[src/design/bvm_ram.sv]
// generic single-clock ram, one write port and one registered read port
`timescale 1ns / 1ps

module bvm_ram #(
    parameter int WIDTH = 8,
    parameter int DEPTH = 16
) (
    input  logic                     aclk,
    input  logic                     wr_en,
    input  logic [$clog2(DEPTH)-1:0] wr_addr,
    input  logic [WIDTH-1:0]         wr_data,
    input  logic                     rd_en,
    input  logic [$clog2(DEPTH)-1:0] rd_addr,
    output logic [WIDTH-1:0]         rd_data
);

    logic [WIDTH-1:0] mem_reg [DEPTH];
    logic [WIDTH-1:0] rd_data_reg;

    always_ff @(posedge aclk) begin
        if (wr_en) begin
            mem_reg[wr_addr] <= wr_data;
        end
        if (rd_en) begin
            rd_data_reg <= mem_reg[rd_addr];
        end
    end

    assign rd_data = rd_data_reg;

endmodule

[config.mk]
export PLATFORM = sky130hd
export DESIGN_NAME = bvm_ram
export DESIGN_NICKNAME = d
export VERILOG_FILES = /design/src/design/bvm_ram.sv
export SDC_FILE = /design/constraint.sdc
export NUM_CORES = 1
export LEC_CHECK = 0
export BUFFER_PORTS_ARGS = -buffer_cell sky130_fd_sc_hd__buf_4
export CAP_MARGIN = 20
export CORE_AREA = 10 10 156 86
export DETAILED_ROUTE_END_ITERATION = 8
export DIE_AREA = 0 0 166 96
export PLACE_DENSITY = 0.68
export SLEW_MARGIN = 20
export SYNTH_ARGS = -nofsm -noshare
export SYNTH_HDL_FRONTEND = slang
export SYNTH_SLANG_ARGS = --single-unit
[constraint.sdc]
create_clock -name aclk -period 3 [get_ports aclk]
set_clock_uncertainty 0.2 [all_clocks]
set_input_delay 0.6 -clock aclk [delete_from_list [all_inputs] [get_ports aclk]]
set_output_delay 0.6 -clock aclk [all_outputs]
set_load 0.01 [all_outputs]
==> metrics.md <==
| Metric | Value |
|---|---|
| Max incr delay on CP | `560 ps` |
| Proportion of synthesized flip-flops having asynchronous set or reset | `0%` |
| Net count of the mapped netlist | `248` |
| Required time reported for the critical path endpoint | `2950 ps` |
| Std cell rows | `27` |
| Number of max-cap violations | `0` |
| Util after Layout | `58.4%` |
| Total GRT Usage | `approximately 13%` |
| Setup repair bufs after CTS | `0` |
| Chip width | `166 um` |
| Net count reported at finish | `approximately 300` |
| Post-cts hold buffer count | `0` |
| Detailed-route DRC error count | `0` |
| Crit start category | `primary input` |
| Clock period minus final worst setup slack | `approximately 2000 ps` |
| Pin count of the biggest net entering global routing | `33` |
| Port Buffer Count | `26` |
| Vias after detailed routing | `around 2400` |
| Top Family by Delay on Critical Path | `multiplexers` |
| Maximum count of clock buffers along a single path | `2` |
| Initial core utilization | `48.8%` |
| Reg clk slew, reported paths | `60 ps` |
| Type of the worst setup path | `in -> reg` |
| Insertion delay of the later-clocked pin in the worst-skew pair | `410 ps` |
| Max VDD drop | `0.402 mV` |
| Synth area leaders | `edfxtp_1, mux4_2, mux4_1, a22oi_1, nor2_1` |
| Gate count of the mapped netlist | `between 200 and 250` |
| Max Clock Freq | `504 MHz` |
| Most instantiated flip-flop cell in the synthesis netlist | `edfxtp_1` |
| Run status | `finished clean` |
| Fin cells | `441` |
| Synthesized area per cell | `22.8 sq um` |
| Kind of capture point of the worst setup path | `flop` |
| Final hold violation count | `0` |
| Synthesis-to-layout area growth | `19.7%` |
| RSZ-0062 raised after global routing | `false` |
| Share of final-layout standard cells stronger than drive strength 1 | `31.2%` |
| Synth unique cells | `18` |
| Simple-Gate Fraction of Synth Area | `3.14%` |
| Cell Chain, Critical Path | `buf_4 > buf_12 > mux4_1 > a22oi_1 > nand2_1` |
| Highest fanout seen on the critical path | `14` |
| Antenna violation net count after detailed routing | `0` |
| Arrival time at the worst endpoint | `1940 ps` |
| Placed cell area | `5670 sq um` |
| Sequential element share of the synthesized area | `roughly four fifths` |
| Combinational family with the most area after synthesis | `multiplexers` |
| Vias per cell | `5.52` |
| Core footprint | `10700 sq um` |
| Adder-Cell Fraction of Synth Area | `0%` |
| Cell types with the highest counts after synthesis | `edfxtp_1, mux4_2, a22oi_1, mux4_1, nor2_1` |
| Boundary Pins | `27` |
| Most repeated cell in the gate-level netlist after synthesis | `edfxtp_1` |
| Vias in the first global route | `2593` |
| Portion of synthesized cell area occupied by the leading cell type | `78.1%` |
| Total instance count after detailed placement | `408` |
| Count of routing violations after the opening detailed-route iteration | `161` |
| Total of warnings raised by yosys | `0` |
| Storage cell area | `4080 sq um` |
| Pre-Repair DR Iteration Count | `4` |
| Accumulated negative setup slack | `0 ps` |
| Routed length per placed instance | `22.9 um` |
| Clock tree from TritonCTS | `built` |
| Total design power | `4.40 mW` |
| Routability Congestion | `~0.77` |
| Multiplexer area fraction after synthesis | `14.8%` |
| Final standard cell area without fillers | `around 6300 sq um` |
| Cell area after synthesis | `between 5000 and 6000 sq um` |
| Gates resized, CTS repair | `0` |
| Flip-flop count of the largest register after layout | `128` |
| Count of filler cells inserted in the layout | `775` |
| Hold WC Path Type | `in -> reg` |
| Final slew viol count | `0` |
| CTS Sinks | `136` |
| Area taken by multi-input logic gates | `1060 sq um` |
| Cell type of the slowest stage on the worst timing path | `mux4_1` |
| Leak | `2.10 nW` |
| Initial antenna violation count | `1` |
| Synthesis-stage register bit count | `136` |
| Compound-Gate Fraction of Synth Area | `2.30%` |
| Clock buffers created by TritonCTS | `17` |
| Number of buffers and inverters on the critical path | `2` |
| Number of flops mapped to enable cells by yosys | `roughly 140` |
| Detailed Route WL | `just over 10000 um` |
| Full die area | `approximately 16000 sq um` |
| Cell type with the largest total area after synthesis | `edfxtp_1` |
| Slew of the pin with the lowest slew margin | `roughly 760 ps` |
| H-tree Lvls | `4` |
| DP Wirelength | `between 6000 and 7000 um` |
| Total grt overflow | `0` |
| XOR/XNOR share of the synthesized area | `0%` |
| Rel. slew slack | `49.5%` |
| Period utilisation layout | `66.2%` |
| Global-route wire length before repair | `15700 um` |
| Power per standard cell area | `slightly above 700 nW/um^2` |
| Die H | `96 um` |
| Final setup fails | `0` |
| Clk root buf | `clkbuf_16` |
==> layout make-up <==
| class | count | share of cell area [%] |
|---|---|---|
| tap | 145 | 2.90 |
| clock buffer | 19 | 6.92 |
| sequential | 136 | 65.3 |
| multi-input combinational | 83 | 16.9 |
| timing repair buffer | 44 | 5.48 |
| antenna | 1 | 0.0400 |
| clock inverter | 13 | 2.48 |
==> kinds of logic (layout without fill, tap and decap cells) <==
| group | after synthesis | after routing |
|---|---|---|
| flops | 136 | 136 |
| simple gates | 35 | 35 |
| mux | 32 | 32 |
| compound gates | 16 | 16 |
| buf+inv | 10 | 76 |
| other cells | 0 | 1 |
==> stage by stage <==
stage / hold WS [ps] / setup slack (ps)
after detailed placement: 542 / 555
after CTS: 282 / 997
after floorplan: 499 / 707
after global routing: 303 / 911
after global placement: 530 / 571
final: 290 / 1010
==> layer usage <==
metal / vias to the layer above / share of wire (%) / wire length, um / global-route usage [%]
li1: 1093 / - / - / -
met2: 81 / 41 / 4130 / 18.2
met4: 0 / 1.4 / 140 / 5.50
met1: 1246 / 49 / 4970 / 19.3
met3: 16 / 8.5 / 860 / 4.52
met5: - / 0 / 0 / 0
==> layout by cell type (no fill, tap or decap), drive strengths merged <==
| cell type | synthesis | layout |
|---|---|---|
| a22oi | 16 | 16 |
| and2 | 1 | 1 |
| and2b | 1 | 1 |
| buf | 7 | 44 |
| bufinv | 0 | 3 |
| clkbuf | 0 | 19 |
| clkinv | 0 | 5 |
| clkinvlp | 0 | 5 |
| diode | 0 | 1 |
| edfxtp | 136 | 136 |
| mux4 | 32 | 32 |
| nand2 | 9 | 9 |
| nand2b | 2 | 2 |
| nand3 | 1 | 1 |
| nand3b | 2 | 2 |
| nor2 | 13 | 13 |
| nor2b | 1 | 1 |
| nor3 | 4 | 4 |
| or3b | 1 | 1 |
==> power breakdown <==
part	switching [mW]	leakage [nW]	total, mW	internal (mW)
Combinational	0.110	0.596	0.203	0.0931
Sequential	0.0106	1.24	2.15	2.14
Clock	0.751	0.272	2.05	1.30
Total	0.872	2.10	4.40	3.53
==> path summary, 6_finish.rpt <==
check,from,cells past startpoint,endpoint,slack (ps)
worst max-delay path,rd_addr[0],5,rd_data[4],1010
worst min-delay path,wr_data[3],1,mem_reg[0][3],290
worst max register to register,mem_reg[2][1],3,rd_data[1],1350
worst min register to register,mem_reg[7][2],3,rd_data[2],550
No activity file was read; power rests on OpenSTA's default activity.
